==> config.mk <==
export PLATFORM = sky130hd
export DESIGN_NAME = thread_slot_scheduler_unit
export DESIGN_NICKNAME = d
export VERILOG_FILES = /design/src/tss_pkg.sv /design/src/thread_slot_scheduler_unit.sv /design/src/tss_credit_store.sv /design/src/tss_sched_engine.sv
export SDC_FILE = /design/constraint.sdc
export NUM_CORES = 1
export LEC_CHECK = 0
export BUFFER_PORTS_ARGS = -buffer_cell sky130_fd_sc_hd__clkbuf_2
export CAP_MARGIN = 30
export CORE_ASPECT_RATIO = 0.6
export CORE_MARGIN = 3
export CORE_UTILIZATION = 55
export DETAILED_ROUTE_END_ITERATION = 7
export GPL_TIMING_DRIVEN = 0
export MAX_ROUTING_LAYER = met4
export PLACE_DENSITY_LB_ADDON = 0.25
export SLEW_MARGIN = 20
export SYNTH_ARGS = -nofsm -noshare
export SYNTH_HDL_FRONTEND = slang
export SYNTH_SLANG_ARGS = --single-unit
==> constraint.sdc <==
create_clock -name clock -period 4.15 [get_ports clock]
set_input_delay 0.83 -clock clock [delete_from_list [all_inputs] [get_ports clock]]
set_output_delay 0.83 -clock clock [all_outputs]
set_load 0.05 [all_outputs]
==> src/tss_pkg.sv <==
package tss_pkg;

   localparam int SLOT_W   = 4;
   localparam int CREDIT_W = 9;
   localparam int PRIO_W   = 8;
   localparam int COUNT_W  = 4;
   localparam logic [COUNT_W-1:0] COUNT_MAX = 4'd15;
   localparam logic [PRIO_W-1:0]  PRIO_RESET = 8'd15;

   typedef enum logic [1:0] {
      OP_ALLOC  = 2'd0,
      OP_CANCEL = 2'd1,
      OP_SCHED  = 2'd2,
      OP_NOP    = 2'd3
   } op_type;

   typedef enum logic [2:0] {
      ST_OK      = 3'd0,
      ST_FULL    = 3'd1,
      ST_MAIN    = 3'd2,
      ST_INVALID = 3'd3,
      ST_WARN    = 3'd4,
      ST_NONE    = 3'd5,
      ST_STUCK   = 3'd6
   } status_type;

   typedef enum logic [2:0] {
      ENG_IDLE,
      ENG_SCAN,
      ENG_SCAN_LAST,
      ENG_REFRESH,
      ENG_REFRESH_LAST,
      ENG_DONE
   } eng_state_type;

   typedef struct packed {
      logic                rd_en;
      logic [SLOT_W-1:0]   rd_addr;
      logic                wr_en;
      logic [SLOT_W-1:0]   wr_addr;
      logic [CREDIT_W-1:0] wr_data;
   } credit_req_type;

   typedef struct packed {
      logic              done;
      logic [SLOT_W-1:0] pick;
      logic              stuck;
   } eng_result_type;

endpackage

==> src/thread_slot_scheduler_unit.sv <==
// Thread slot scheduler: keeps NUM_SLOTS thread slots, slot 0 being the main
// thread, and answers every request transfer with exactly one response
// transfer. Allocate and cancel work on the slot flags and the thread count
// and answer as soon as the output register can take the response. With
// threads live, schedule walks the run credits, which sit in a memory with
// one read and one write port, from the top slot down to slot 1 at one slot
// per cycle: one walk when a running slot has credit left; when all credits
// are spent, a refresh pass and then a second walk, or a stuck status if the
// priority is zero. One request is in flight at a time; the next one is taken
// as soon as the current response sits in the output register. The priority
// register may be written only while no request is outstanding.
module thread_slot_scheduler_unit
   import tss_pkg::*;
#(
   parameter int NUM_SLOTS = 10
) (
   input  logic              clock,
   input  logic              reset,
   input  logic              req_valid,
   output logic              req_ready,
   input  logic [1:0]        req_op,
   input  logic [SLOT_W-1:0] req_tid,
   output logic              rsp_valid,
   input  logic              rsp_ready,
   output logic [SLOT_W-1:0] rsp_slot,
   output logic [2:0]        rsp_status,
   input  logic              csr_valid,
   output logic              csr_ready,
   input  logic [PRIO_W-1:0] csr_priority_cfg
);

   localparam int IDX_W = $clog2(NUM_SLOTS);

   logic                 busy_ff, busy_in;
   op_type               op_ff, op_in;
   logic [SLOT_W-1:0]    tid_ff, tid_in;
   logic [NUM_SLOTS-1:0] used_ff, used_in;
   logic [COUNT_W-1:0]   count_ff, count_in;
   logic [PRIO_W-1:0]    prio_ff;
   logic                 rsp_valid_ff, rsp_valid_in;
   logic [SLOT_W-1:0]    rsp_slot_ff, rsp_slot_in;
   status_type           rsp_status_ff, rsp_status_in;

   logic                 req_fire;
   logic                 can_load;
   logic                 eng_start;
   logic                 eng_take;
   logic                 free_found;
   logic [SLOT_W-1:0]    free_slot;
   credit_req_type       mem_req;
   logic [CREDIT_W-1:0]  rd_data;
   eng_result_type       eng_result;

   assign req_ready  = !busy_ff;
   assign req_fire   = req_valid && req_ready;
   assign can_load   = !rsp_valid_ff || rsp_ready;
   assign eng_start  = req_fire && (op_type'(req_op) == OP_SCHED) && (count_ff != '0);
   assign csr_ready  = 1'b1;
   assign rsp_valid  = rsp_valid_ff;
   assign rsp_slot   = rsp_slot_ff;
   assign rsp_status = rsp_status_ff;

   // lowest free slot
   always_comb begin
      free_found = 1'b0;
      free_slot  = '0;
      for (int i = NUM_SLOTS - 1; i >= 0; i--) begin
         if (!used_ff[i]) begin
            free_found = 1'b1;
            free_slot  = SLOT_W'(i);
         end
      end
   end

   always_comb begin
      busy_in       = busy_ff;
      op_in         = op_ff;
      tid_in        = tid_ff;
      used_in       = used_ff;
      count_in      = count_ff;
      rsp_valid_in  = rsp_valid_ff && !rsp_ready;
      rsp_slot_in   = rsp_slot_ff;
      rsp_status_in = rsp_status_ff;
      eng_take      = 1'b0;

      if (req_fire) begin
         busy_in = 1'b1;
         op_in   = op_type'(req_op);
         tid_in  = req_tid;
      end else if (busy_ff && can_load) begin
         case (op_ff)
            OP_ALLOC: begin
               busy_in      = 1'b0;
               rsp_valid_in = 1'b1;
               if (free_found) begin
                  used_in[free_slot[IDX_W-1:0]] = 1'b1;
                  if (count_ff != COUNT_MAX) begin
                     count_in = count_ff + 1'b1;
                  end
                  rsp_slot_in   = free_slot;
                  rsp_status_in = ST_OK;
               end else begin
                  rsp_slot_in   = '0;
                  rsp_status_in = ST_FULL;
               end
            end
            OP_CANCEL: begin
               busy_in      = 1'b0;
               rsp_valid_in = 1'b1;
               rsp_slot_in  = tid_ff;
               if (tid_ff == '0) begin
                  rsp_status_in = ST_MAIN;
               end else if ({1'b0, tid_ff} >= (SLOT_W + 1)'(NUM_SLOTS)) begin
                  rsp_status_in = ST_INVALID;
               end else begin
                  if (!used_ff[tid_ff[IDX_W-1:0]] || count_ff == '0) begin
                     rsp_status_in = ST_WARN;
                  end else begin
                     rsp_status_in = ST_OK;
                  end
                  used_in[tid_ff[IDX_W-1:0]] = 1'b0;
                  if (count_ff != '0) begin
                     count_in = count_ff - 1'b1;
                  end
               end
            end
            OP_SCHED: begin
               if (count_ff == '0) begin
                  busy_in       = 1'b0;
                  rsp_valid_in  = 1'b1;
                  rsp_slot_in   = '0;
                  rsp_status_in = ST_NONE;
               end else if (eng_result.done) begin
                  eng_take      = 1'b1;
                  busy_in       = 1'b0;
                  rsp_valid_in  = 1'b1;
                  rsp_slot_in   = eng_result.pick;
                  rsp_status_in = eng_result.stuck ? ST_STUCK : ST_OK;
               end
            end
            default: begin
               busy_in       = 1'b0;
               rsp_valid_in  = 1'b1;
               rsp_slot_in   = '0;
               rsp_status_in = ST_OK;
            end
         endcase
      end
   end

   always_ff @(posedge clock) begin
      if (reset) begin
         busy_ff      <= 1'b0;
         used_ff      <= NUM_SLOTS'(1);
         count_ff     <= '0;
         prio_ff      <= PRIO_RESET;
         rsp_valid_ff <= 1'b0;
      end else begin
         busy_ff      <= busy_in;
         used_ff      <= used_in;
         count_ff     <= count_in;
         rsp_valid_ff <= rsp_valid_in;
         if (csr_valid && csr_ready) begin
            prio_ff <= csr_priority_cfg;
         end
      end
   end

   always_ff @(posedge clock) begin
      op_ff         <= op_in;
      tid_ff        <= tid_in;
      rsp_slot_ff   <= rsp_slot_in;
      rsp_status_ff <= rsp_status_in;
   end

   tss_sched_engine #(
      .NUM_SLOTS(NUM_SLOTS)
   ) u_engine (
      .clock   (clock),
      .reset   (reset),
      .start   (eng_start),
      .take    (eng_take),
      .prio    (prio_ff),
      .used    (used_ff),
      .mem_req (mem_req),
      .rd_data (rd_data),
      .result  (eng_result)
   );

   tss_credit_store #(
      .NUM_SLOTS(NUM_SLOTS)
   ) u_credit (
      .clock   (clock),
      .reset   (reset),
      .mem_req (mem_req),
      .rd_data (rd_data)
   );

endmodule

==> src/tss_credit_store.sv <==
module tss_credit_store
   import tss_pkg::*;
#(
   parameter int NUM_SLOTS = 10
) (
   input  logic                clock,
   input  logic                reset,
   input  credit_req_type      mem_req,
   output logic [CREDIT_W-1:0] rd_data
);

   localparam int IDX_W = $clog2(NUM_SLOTS);

   logic [CREDIT_W-1:0]  mem [NUM_SLOTS];
   logic [NUM_SLOTS-1:0] written_ff;
   logic [NUM_SLOTS-1:0] written_in;
   logic [CREDIT_W-1:0]  rd_data_ff;
   logic                 rd_valid_ff;

   always_comb begin
      written_in = written_ff;
      if (mem_req.wr_en) begin
         written_in[mem_req.wr_addr[IDX_W-1:0]] = 1'b1;
      end
   end

   always_ff @(posedge clock) begin
      if (reset) begin
         written_ff <= '0;
      end else begin
         written_ff <= written_in;
      end
   end

   always_ff @(posedge clock) begin
      if (mem_req.wr_en) begin
         mem[mem_req.wr_addr[IDX_W-1:0]] <= mem_req.wr_data;
      end
   end

   always_ff @(posedge clock) begin
      if (mem_req.rd_en) begin
         rd_data_ff  <= mem[mem_req.rd_addr[IDX_W-1:0]];
         rd_valid_ff <= written_ff[mem_req.rd_addr[IDX_W-1:0]];
      end
   end

   // never-written entries read as zero
   assign rd_data = rd_valid_ff ? rd_data_ff : '0;

endmodule

==> src/tss_sched_engine.sv <==
module tss_sched_engine
   import tss_pkg::*;
#(
   parameter int NUM_SLOTS = 10
) (
   input  logic                 clock,
   input  logic                 reset,
   input  logic                 start,
   input  logic                 take,
   input  logic [PRIO_W-1:0]    prio,
   input  logic [NUM_SLOTS-1:0] used,
   output credit_req_type       mem_req,
   input  logic [CREDIT_W-1:0]  rd_data,
   output eng_result_type       result
);

   localparam int IDX_W = $clog2(NUM_SLOTS);
   localparam logic [SLOT_W-1:0] LAST_SLOT = SLOT_W'(NUM_SLOTS - 1);
   localparam logic [SLOT_W-1:0] FIRST_SCAN = SLOT_W'(1);

   eng_state_type       state_ff, state_in;
   logic [SLOT_W-1:0]   idx_ff, idx_in;
   logic                rvld_ff, rvld_in;
   logic [SLOT_W-1:0]   raddr_ff, raddr_in;
   logic [CREDIT_W-1:0] best_ff, best_in, best_nx;
   logic                found_ff, found_in, found_nx;
   logic [SLOT_W-1:0]   pick_ff, pick_in, pick_nx;
   logic                stuck_ff, stuck_in;
   logic                hit;

   always_comb begin
      state_in = state_ff;
      idx_in   = idx_ff;
      rvld_in  = 1'b0;
      raddr_in = raddr_ff;
      stuck_in = stuck_ff;
      mem_req  = '0;

      hit = rvld_ff && used[raddr_ff[IDX_W-1:0]];

      // running maximum, ties keep the earlier (higher) slot
      best_nx  = best_ff;
      found_nx = found_ff;
      pick_nx  = pick_ff;
      if ((state_ff == ENG_SCAN || state_ff == ENG_SCAN_LAST) && hit &&
          (!found_ff || rd_data > best_ff)) begin
         best_nx  = rd_data;
         found_nx = 1'b1;
         pick_nx  = raddr_ff;
      end
      best_in  = best_nx;
      found_in = found_nx;
      pick_in  = pick_nx;

      // refresh write-back, in the cycle after its read
      if (state_ff == ENG_REFRESH || state_ff == ENG_REFRESH_LAST) begin
         mem_req.wr_en   = hit;
         mem_req.wr_addr = raddr_ff;
         mem_req.wr_data = CREDIT_W'(prio) + {1'b0, rd_data[CREDIT_W-1:1]};
      end

      unique case (state_ff)
         ENG_IDLE: begin
            if (start) begin
               state_in = ENG_SCAN;
               idx_in   = LAST_SLOT;
               best_in  = '0;
               found_in = 1'b0;
               pick_in  = '0;
               stuck_in = 1'b0;
            end
         end
         ENG_SCAN: begin
            mem_req.rd_en   = 1'b1;
            mem_req.rd_addr = idx_ff;
            rvld_in         = 1'b1;
            raddr_in        = idx_ff;
            if (idx_ff == FIRST_SCAN) begin
               state_in = ENG_SCAN_LAST;
            end else begin
               idx_in = idx_ff - 1'b1;
            end
         end
         ENG_SCAN_LAST: begin
            if (found_nx && best_nx == '0) begin
               state_in = ENG_REFRESH;
               idx_in   = '0;
            end else begin
               state_in = ENG_DONE;
            end
         end
         ENG_REFRESH: begin
            mem_req.rd_en   = 1'b1;
            mem_req.rd_addr = idx_ff;
            rvld_in         = 1'b1;
            raddr_in        = idx_ff;
            if (idx_ff == LAST_SLOT) begin
               state_in = ENG_REFRESH_LAST;
            end else begin
               idx_in = idx_ff + 1'b1;
            end
         end
         ENG_REFRESH_LAST: begin
            if (prio == '0) begin
               state_in = ENG_DONE;
               stuck_in = 1'b1;
               pick_in  = '0;
            end else begin
               state_in = ENG_SCAN;
               idx_in   = LAST_SLOT;
               best_in  = '0;
               found_in = 1'b0;
               pick_in  = '0;
            end
         end
         ENG_DONE: begin
            if (take) begin
               state_in = ENG_IDLE;
            end
         end
         default: begin
            state_in = ENG_IDLE;
         end
      endcase

      result.done  = (state_ff == ENG_DONE);
      result.pick  = pick_ff;
      result.stuck = stuck_ff;
   end

   always_ff @(posedge clock) begin
      if (reset) begin
         state_ff <= ENG_IDLE;
         rvld_ff  <= 1'b0;
      end else begin
         state_ff <= state_in;
         rvld_ff  <= rvld_in;
      end
   end

   always_ff @(posedge clock) begin
      idx_ff   <= idx_in;
      raddr_ff <= raddr_in;
      best_ff  <= best_in;
      found_ff <= found_in;
      pick_ff  <= pick_in;
      stuck_ff <= stuck_in;
   end

endmodule

After elaboration in Yosys (flattened, before gate mapping)
Memories as Yosys holds them, arrays and structs flattened. A register that Yosys moved wholly into a read port is not among the register bits.
Index checks and enable logic that the tools add are counted.
Widths: inputs -> output; s select.
{"block": "word_totals", "elab_cells": 210, "mem_bits_rw": 90, "n_memories": 1, "register_bits": 75, "out_inout_bits": 10, "inputBits": 19}
{"block": "classes", "addsub": 5, "n_reduce_logical": 41, "magnitude_cmp": 10, "mux": 102, "eq_ne": 27, "bitwise": 5}
{"name": "u_credit.mem", "words": 10, "word_bits": 9, "read_ports": 1, "rd_ports_with_merged_regs": 1, "wr": 1, "line_no": "tss_credit_store.sv:14", "text": "logic [CREDIT_W-1:0] mem [NUM_SLOTS];"}
{"operator": "$mux 4", "n": 25}
{"operator": "$mux 1", "n": 40}
{"operator": "$mux 3", "n": 12}
{"operator": "$mux 9", "n": 4}
{"operator": "$mux 10", "n": 3}
{"operator": "$ne 2x2->1 const B", "n": 14}
{"operator": "$lt 4x5->1 const B", "n": 5}
{"operator": "$or 10x10->10", "n": 2}
{"operator": "$pmux 10 s2", "n": 1}
{"operator": "$pmux 4 s5", "n": 1}
{"operator": "$pmux 3 s6", "n": 1}
{"operator": "$pmux 9 s2", "n": 1}
{"operator": "$pmux 4 s2", "n": 2}
{"operator": "$mux 14", "n": 1}
{"operator": "$bmux 1 s4", "n": 3}
{"operator": "$demux 1 s4", "n": 3}
{"operator": "$ge 4x1->1 const B", "n": 3}
{"operator": "$logic_and 1x1->1", "n": 12}
{"operator": "$pmux 4 s3", "n": 1}
{"operator": "$reduce_and 6->1", "n": 2}
{"operator": "$and 10x10->10", "n": 1}
{"operator": "$not 10->10", "n": 1}
{"operator": "$add 8x8->9", "n": 1}
{"operator": "$gt 9x9->1", "n": 1}
{"operator": "31 further kinds", "n": 50}

Longest topological paths before layout
Gate-level depths: netlist (run 1).
{"block": "depth", "depth_word": 17, "mapped_depth": 11, "depth_no_buf": 10}

Modules after synthesis
Synthesis (run 1) repeated with hierarchy kept, for this count alone.
{"block": "unflattened", "cells_unflattened": 708, "area_unflattened_um2": 8403.1}
{"module": "tss_credit_store", "instances": 1, "seq_area_each_um2": 3203.1, "area_per_inst_um2": 4372.9, "cells_each": 262}
{"module": "tss_sched_engine", "instances": 1, "seq_area_each_um2": 630.6, "area_per_inst_um2": 2082.0, "cells_each": 247}
{"module": "thread_slot_scheduler_unit", "instances": 1, "seq_area_each_um2": 870.8, "area_per_inst_um2": 1948.1, "cells_each": 199}

Least setup slack after synthesis (run 1)
No wires, ideal clock.
{"block": "synth_path", "path_type": "register to register", "from": "register u_credit.rd_valid_ff", "to": "register u_engine.idx_ff[0], enable pin", "arrival_time_ps": 2508, "path_buffers": 1, "setup_time_ps": 343, "period_less_slack_ps": 2851, "stages_incl_launch_ff": 11, "path_slack_ps": 1299, "required_time_ps": 3807, "cell_sequence": "edfxtp_1 clkbuf_1 and2_1 ha_1 nor2b_1 a2bb2oi_1 o211a_1 o211ai_4 nand4_1 a211o_1 o22ai_1"}
{"block": "synth_between", "elab_chain_len": 9, "elab_cells_between_ends": 10, "cone_classes": "order compare: 1; eq/ne: 1; mux: 3; reduce/logical: 5"}
{"element": "start, declared", "line_no": "tss_credit_store.sv:18", "text": "logic rd_valid_ff;"}
{"element": "start signal, assigned", "line_no": "tss_credit_store.sv:44", "text": "rd_valid_ff <= written_ff[mem_req.rd_addr[IDX_W-1:0]];"}
{"element": "$mux 9 *", "line_no": "tss_credit_store.sv:49", "text": "assign rd_data = rd_valid_ff ? rd_data_ff : '0;"}
{"element": "$gt 9x9->1", "line_no": "tss_sched_engine.sv:46", "text": "(!found_ff || rd_data > best_ff)) begin"}
{"element": "$logic_or 1x1->1", "line_no": "tss_sched_engine.sv:46"}
{"element": "$logic_and 1x1->1", "line_no": "tss_sched_engine.sv:45", "text": "if ((state_ff == ENG_SCAN || state_ff == ENG_SCAN_LAST) && hit &&"}
{"element": "$mux 9", "line_no": "tss_sched_engine.sv:45"}
{"element": "$logic_not 9->1", "line_no": "tss_sched_engine.sv:85", "text": "if (found_nx && best_nx == '0) begin"}
{"element": "$logic_and 1x1->1 *", "line_no": "tss_sched_engine.sv:85"}
{"element": "$ne 2x2->1 (no source line) *"}
{"element": "$reduce_and 6->1 (no source line) *"}
{"element": "end signal, assigned", "line_no": "tss_sched_engine.sv:142", "text": "idx_ff <= idx_in;"}
{"element": "end, declared", "line_no": "tss_sched_engine.sv:22", "text": "logic [SLOT_W-1:0] idx_ff, idx_in;"}
Every way passes the cells marked *; elsewhere a longest branch is shown, timed or not.
A chain may end at the register's enable or synchronous reset.

Final worst setup path (run 1)
{"block": "layout_path", "from": "register u_credit.rd_valid_ff", "to": "register u_engine.idx_ff[3], enable pin"}
The elaborated chain is that of the path after synthesis.

==> impl_summary.log, run 1 <==
[metrics] post-route worst setup slack: 0.552 ns
[metrics] biggest cell delay along the critical path: 0.51 ns
[metrics] synthesized net count: 700
[metrics] Max rail drop VDD: 314 uV
[metrics] DRC marker count from the first detailed-route iteration: 773
[metrics] Setup crit start kind: register
[metrics] Post CTS Setup Buffer Count: 0
[metrics] routed via count: 5,781
[metrics] clock tree from TritonCTS: built
[metrics] number of diodes: 0
[metrics] setup repair after global routing missed its margin: false
[metrics] Detailed Routing Iterations Pass 1: 5
[metrics] setup TNS: 0 ns
[metrics] Die Ht: 100 um
[metrics] post-synthesis xor/xnor area fraction: 1.73%
[metrics] Post-Syn Instances: 661
[metrics] post-route core utilization: 65.0%
[metrics] detailed placement HPWL: 14.3 mm
[metrics] final critical-path share of the clock period: 86.7%
[metrics] crit path max fanout: 10
[metrics] initial antenna violation count: 0
[metrics] Max Fclk: 278 MHz
[metrics] sequential area share after synthesis: 58.1%
[metrics] total wirelength of the detailed-routed design: 19.7 mm
[metrics] share of layout cells above drive strength 1: 15.4%
[metrics] CP endpoint kind: register
[metrics] area of the core region: 14,000 um2
[metrics] clock insertion delay at the later pin of the skew report: 0.44 ns
[metrics] largest family of logic cells by synthesized area: simple AND/OR/NAND/NOR gates
[metrics] post-synthesis share of cell area spent on and, or, nand and nor gates: 12.6%
[metrics] Initial Util: 57.7%
[metrics] root cell of the clock tree: clkbuf_16
[metrics] number of H-tree branching levels: 4
[metrics] first-pass GRT wire length: 30.3 mm
[metrics] largest buffer count on any clock path: 2
[metrics] power per cell area: 462 nW/um2
[metrics] Worst Path Required: 4.22 ns
[metrics] total CTS buffers: 17
[metrics] share of cell area taken by muxes after synthesis: 11.2%
[metrics] post-synthesis average cell area: 12.3 um2
[metrics] worst min-delay path category: reg2reg
[metrics] number of gates given a new drive strength after cts: 0
[metrics] adder and majority cell fraction of the synthesized area: 3.55%
[metrics] residual overflow from global routing: 0
[metrics] post-placement worst setup slack: 0.578 ns
[metrics] average routed wire per standard cell: 21.5 um
[metrics] number of clock sinks: 174
[metrics] count of pins over their slew limit: 0
[metrics] ports placed on the boundary: 29
[metrics] Yosys warning count: 0
[metrics] flops & latches, synth: 174
[metrics] Async S/R FF share, synth: 0%
[metrics] most used flip-flop cell after synthesis: edfxtp_1
[metrics] number of enable flip-flop cells after synthesis: 122
[metrics] total die area: 16,300 um2
[metrics] final hold violation count: 0
[metrics] Arr. time, crit path: 3.67 ns
[metrics] DIE WIDTH: 163 um
[metrics] final setup violating endpoints: 0
[metrics] type of the worst setup path: reg2reg
[metrics] Clock transition at path regs: 0.07 ns
[metrics] post-route ant nets: 0
[metrics] slowest CP cell: o22ai_1
[metrics] Max-Slew Margin vs Limit: 39.3%
[metrics] GRT Util Overall: 25.9%
[metrics] post-synthesis compound-gate area fraction: 10.2%
[metrics] DRC Markers: 0
[metrics] Layout area overhead: 12.6%
[metrics] Placer Congestion: 0.932
[metrics] fin crit period: 3.60 ns
[metrics] count of hold-fix buffers inserted at cts: 0
[metrics] # port buffers: 25
[metrics] list of cells traversed by the critical path: clkbuf_1 -> and2_1 -> ha_1 -> a21o_1 -> a21oi_1 -> o221ai_1 -> o211ai_4 -> nand4_1 -> a211o_1 -> o22ai_1
[metrics] total power of the final layout: 4.21 mW
[metrics] reported max-cap violation count: 0
[metrics] distinct cell type count of the synthesized netlist: 65
[metrics] largest net degree at the start of global routing: 22
[metrics] standby leakage power: 3.41 nW
[metrics] clock skew after layout: 0.0170 ns
[metrics] synthesized cell area: 8100 um2
[metrics] number of global-route vias before repair: 5,385
[metrics] DR vias/cell: 6.32
[metrics] Final Net Count: 748
[metrics] run status: finished, final reports clean
[metrics] Row Count: 33
[metrics] slew of the pin with the lowest slew margin: 0.901 ns
[cells in the mapped netlist (all sizes together), types with 8 or more instances]
master,count,area (um2)
buf,10,51.3
o22ai,20,125
mux2,10,113
inv,19,71.3
clkbuf,21,78.8
and2,15,93.8
mux4,23,522
mux2i,27,270
nor3,17,85.1
ha,19,238
nor2,61,229
o21a,8,60.1
nor4,10,68.8
xnor2,9,78.8
nand2b,11,68.8
a21oi,37,185
dfxtp,52,1040
nand2,48,180
edfxtp,122,3660
o21ai,27,135
[layout by cell type (no fill, tap or decap), types with 20 or more instances in the layout]
| cell | count |
|---|---|
| mux2i_1 | 27 |
| dfxtp_1 | 52 |
| o22ai_1 | 20 |
| clkbuf_1 | 21 |
| mux4_2 | 22 |
| o21ai_0 | 26 |
| clkbuf_2 | 25 |
| a21oi_1 | 37 |
| edfxtp_1 | 122 |
| nand2_1 | 48 |
| nor2_1 | 61 |
[final cells by class]
class / instances / area (um2)
plain buffers: 31 / 130
clock buffers: 17 / 425
clock inverters: 15 / 185
fillers: 1031 / 4920
inverters: 21 / 78.8
multi-input cells: 435 / 3200
flip-flops and latches: 174 / 4700
well taps: 192 / 240
repair buffers: 29 / 154
[state kept, by name, indices dropped and copies added, names as in the netlist]
| signal | count |
|---|---|
| count_ff | 4 |
| u_engine.state_ff | 3 |
| op_ff | 2 |
| u_credit.mem | 90 |
| u_engine.idx_ff | 4 |
| tid_ff | 4 |
| u_engine.best_ff | 9 |
| rsp_valid | 1 |
| u_engine.pick_ff | 4 |
| u_engine.rvld_ff | 1 |
| u_engine.stuck_ff | 1 |
| busy_ff | 1 |
| u_credit.rd_data_ff | 9 |
| rsp_status | 3 |
| rsp_slot | 4 |
| u_credit.written_ff | 10 |
| u_engine.found_ff | 1 |
| prio_ff | 8 |
| u_engine.raddr_ff | 4 |
| u_credit.rd_valid_ff | 1 |
| used_ff | 10 |
[per-stage QoR]
step           instance area (um2)  cells  hold WS (ns)
6_report                      9120    914         0.467
5_1_grt                       9120    914         0.483
4_1_cts                       9110    913         0.464
3_5_place_dp                  8500    881         0.447
3_3_place_gp                  8460    878         0.432
2_1_floorplan                 8100    661         0.424
[worst max-delay path: cells and delay by family (launching register included)]
kind,cells,cell delay [ns]
and+or+nand+nor,2,0.51
DFF,1,0.37
AOI/OAI and AO/OA,6,1.79
adders and majority gates,1,0.30
buffers and inverters,1,0.27
[path summary, 6_finish.rpt]
path | from | to | slack (ns) | cells past startpoint
setup / recovery | u_credit.rd_valid_ff | u_engine.idx_ff[3] | 0.55 | 10
hold / removal | u_credit.written_ff[0] | u_credit.written_ff[0] | 0.47 | 1
setup reg to reg | u_credit.rd_valid_ff | u_engine.idx_ff[3] | 0.55 | 10
hold reg to reg | u_credit.written_ff[0] | u_credit.written_ff[0] | 0.47 | 1
[power by group]
group	switching (mW)	leakage, nW	internal, mW	total (mW)
clock	0.807	0.297	0.835	1.64
sequential	0.0744	1.62	1.94	2.02
combinational	0.342	1.49	0.208	0.549
total	1.22	3.41	2.99	4.21
[routing by layer]
| metal | routed length [um] | track usage [%] |
|---|---|---|
| met4 | 343 | 6.50 |
| met2 | 7660 | 32.2 |
| met5 | 0 | - |
| met3 | 2680 | 11.4 |
| met1 | 8970 | 38.3 |
[logic make-up (layout without fill, tap and decap cells)]
group / count (synthesis) / in the layout
AND/OR/NAND/NOR: 205 / 205
flip-flops: 174 / 174
AO/OA/AOI/OAI: 130 / 130
multiplexers: 60 / 60
buffers and inverters: 52 / 113
adder cells (fa/ha/maj): 23 / 23
XOR/XNOR: 16 / 16
other: 1 / 1
No activity file was read; power rests on OpenSTA's default activity.
==> run 2: changes to the inputs <==
- ABC_AREA: unset -> 1
==> impl_summary.log, run 2 <==
[metrics] multi-input gate area in the final layout: 2950 um2 (-8.0%)
[metrics] post-route ant nets: 0 (unchanged)
[metrics] slew of the pin with the lowest slew margin: 1.01 ns (+0.106 ns)
[metrics] most used flip-flop cell after synthesis: edfxtp_1
[metrics] clock tree from TritonCTS: built
[metrics] Yosys warning count: 0 (unchanged)
[metrics] most repeated cell in the gate-level netlist after synthesis: nand2_1
[metrics] startpoint of the tightest hold check path: u_credit.written_ff[3]
[metrics] flops & latches, synth: 174 (unchanged)
[metrics] count of hold-fix buffers inserted at cts: 0 (unchanged)
[metrics] total die area: 16,400 um2 (+1.0%)
[metrics] area of the core region: 14,100 um2 (+0.29%)
[metrics] Max Fclk: 314 MHz (+13%)
[metrics] final hold violation count: 0 (unchanged)
[metrics] post-route core utilization: 65.2% (+0.24 points)
[metrics] number of diodes: 0 (unchanged)
[metrics] clock skew after layout: 0.0126 ns (-0.00443 ns)
[metrics] Clock transition at path regs: 0.07 ns (about the same)
[metrics] DRC marker count from the first detailed-route iteration: 837 (+8.3%)
[metrics] leading cell types in the layout, fill and taps excluded: nand2_1 (150), edfxtp_1 (122), inv_1 (100)
[metrics] synthesized cell area: 8190 um2 (+1.1%)
[metrics] DRC Markers: 0 (unchanged)
[metrics] largest buffer count on any clock path: 2 (unchanged)
[metrics] first-pass GRT wire length: 32.4 mm (+7.0%)
[metrics] Layout area overhead: 12.2%
[metrics] sequential area share after synthesis: 57.5% (-0.63 points)
[metrics] Worst Path Required: 4.29 ns (+0.07 ns)
[metrics] post-route worst setup slack: 0.967 ns (+0.415 ns)
[metrics] final critical-path share of the clock period: 76.7% (-10 points)
[metrics] Max-Slew Margin vs Limit: 32.6% (-6.7 points)
[metrics] post-placement cell count: 1,083 (+23%)
[metrics] Initial Util: 58.1% (+0.46 points)
[metrics] Detailed Routing Iterations Pass 1: 6 (+1)
[metrics] root cell of the clock tree: clkbuf_16
[metrics] Worst Reg2Reg Path Length in Cells: 10 (unchanged)
[metrics] final setup violating endpoints: 0 (unchanged)
[metrics] synth cell count leaders: nand2_1 (150), edfxtp_1 (122), inv_1 (100)
[metrics] clock insertion delay at the later pin of the skew report: 0.43 ns (about the same)
[metrics] type of the worst setup path: reg2reg
[metrics] GRT Util Overall: 27.0% (+1.1 points)
[metrics] Filler Cell Count: 1,107 (+7.4%)
[metrics] worst min-delay path category: reg2reg
[metrics] distinct cell type count of the synthesized netlist: 49 (-25%)
[metrics] total CTS buffers: 17 (unchanged)
[metrics] # port buffers: 26 (+4.0%)
[metrics] area of placed instances: 8560 um2 (+0.72%)
[metrics] detailed placement HPWL: 14.8 mm (+3.6%)
[metrics] total wirelength of the detailed-routed design: 20.8 mm (+5.8%)
[metrics] post-placement worst setup slack: 0.774 ns (+0.196 ns)
[metrics] largest net degree at the start of global routing: 17 (-23%)
[metrics] reported max-cap violation count: 0 (unchanged)
[metrics] CP endpoint kind: register
[metrics] number of clock sinks: 174 (unchanged)
[metrics] DIE WIDTH: 164 um (+0.53%)
[metrics] Post-Syn Instances: 864 (+31%)
[metrics] number of H-tree branching levels: 4 (unchanged)
[metrics] DR vias/cell: 5.73 (-9.4%)
[metrics] Final Net Count: 957 (+28%)
[metrics] Endpoint, Worst Hold: u_credit.written_ff[3]
[metrics] area share of the leading cell type in the synthesized netlist: 44.8% (-0.49 points)
[metrics] Max rail drop VDD: 263 uV (-16%)
[metrics] end of the worst register-to-register path: u_credit.rd_data_ff[5]
[metrics] setup slack on the worst flop-to-flop path: 0.97 ns (+0.41 ns)
[metrics] library cell occupying the most area in the post-synthesis netlist: edfxtp_1
[metrics] routed via count: 6,432 (+11%)
[metrics] startpoint of the worst-slack reg-to-reg timing path: u_engine.state_ff[0]
[metrics] Die Ht: 101 um (+0.52%)
[metrics] max FFs per register: 90 (unchanged)
[metrics] synthesized net count: 903 (+29%)
[metrics] ports placed on the boundary: 29 (unchanged)
[metrics] Post CTS Setup Buffer Count: 0 (unchanged)
[metrics] post-synthesis average cell area: 9.48 um2 (-23%)
[metrics] fin crit period: 3.18 ns (-0.415 ns)
[metrics] Async S/R FF share, synth: 0% (unchanged)
[metrics] leading cell types by total area after synthesis: edfxtp_1 (45%), dfxtp_1 (13%), nand2_1 (6.9%)
[metrics] residual overflow from global routing: 0 (unchanged)
[metrics] Storage cell area: 4700 um2 (unchanged)
[metrics] number of enable flip-flop cells after synthesis: 122 (unchanged)
[metrics] Setup crit start kind: register
[metrics] number of gates given a new drive strength after cts: 0 (unchanged)
[metrics] Cell Count, Final, Fillers Out: 1,123 (+23%)
[metrics] most common cell after layout, fill and taps aside: nand2_1
[metrics] finished layout cell area: 9180 um2 (+0.66%)
[metrics] setup TNS: 0 ns (unchanged)
[metrics] Placer Congestion: 0.896 (-3.9%)
[metrics] setup repair after global routing missed its margin: false
[metrics] number of global-route vias before repair: 5,851 (+8.7%)
[metrics] total power of the final layout: 3.79 mW (-10%)
[metrics] initial antenna violation count: 0 (unchanged)
[metrics] share of layout cells above drive strength 1: 12.9% (-2.5 points)
[metrics] Row Count: 33 (unchanged)
[metrics] average routed wire per standard cell: 18.5 um (-14%)
[metrics] run status: finished, final reports clean
[metrics] Arr. time, crit path: 3.32 ns (-0.35 ns)
[metrics] power per cell area: 413 nW/um2 (-11%)
[metrics] count of pins over their slew limit: 0 (unchanged)
[metrics] standby leakage power: 3.63 nW (+6.3%)
[metrics] crit path max fanout: 15 (+5)
[metrics] final-layout worst hold slack: 0.472 ns (+0.00533 ns)
[metrics] Hold Crit Depth: 1 (unchanged)
[run 2: cell type report]
type / count / area share, %
clock buffers: 20 / 4.87
repair buffers: 35 / 2.13
well taps: 192 / 2.62
inverters: 112 / 4.61
clock inverters: 12 / 1.23
multi-input cells: 554 / 32.1
plain buffers: 24 / 1.24
flip-flops and latches: 174 / 51.2
[run 2: how the worst max path moves through the flow]
stage,startpoint,endpoint,slack [ns]
3_5_place_dp,req_valid,u_engine.idx_ff[1],0.77
4_1_cts,u_credit.rd_valid_ff,u_credit.mem[5][6],1.0
5_1_grt,u_credit.rd_valid_ff,u_credit.mem[3][6],0.71
3_3_place_gp,req_valid,u_engine.best_ff[5],0.76
2_1_floorplan,u_credit.rd_valid_ff,u_engine.idx_ff[0],1.55
6_report,u_engine.state_ff[0],u_credit.rd_data_ff[5],0.97
[run 2: worst max-delay path: stages, from the launching register on]
cell      delay (ns)
dfxtp_1         0.38
inv_2           0.09
nor2_4          0.39
inv_2           0.19
nor2_1          0.32
inv_1           0.14
clkbuf_1        0.27
nand2_1         0.12
a21oi_1         0.14
o311ai_1        0.64
o21ai_0         0.22
[run 2: power breakdown]
part | switching [mW] | leakage [nW] | internal, mW | total (mW)
Sequential | 0.0332 | 1.53 | 1.89 | 1.92
Combinational | 0.219 | 1.83 | 0.106 | 0.325
Clock | 0.692 | 0.271 | 0.848 | 1.54
[run 2: kinds of logic (layout without fill, tap and decap cells)]
group / after synthesis / count (layout) / share of synthesized area (%)
muxes: 1 / 1 / 0.122
and+or+nand+nor: 349 / 349 / 18.9
DFF: 174 / 174 / 57.5
AOI/OAI and AO/OA: 178 / 178 / 13.2
adders and majority gates: 20 / 20 / 3.15
xor gates and xnor gates: 5 / 5 / 0.535
other: 1 / 1 / 0.0458
buffers and inverters: 136 / 203 / 6.56
[run 2: per-layer routing]
metal	track usage (%)	part of all wire, %	wire [um]
met1	41.4	48	9910
met2	35.4	40	8320
met3	7.55	11	2290
met4	5.85	1.3	270
met5	-	0	0
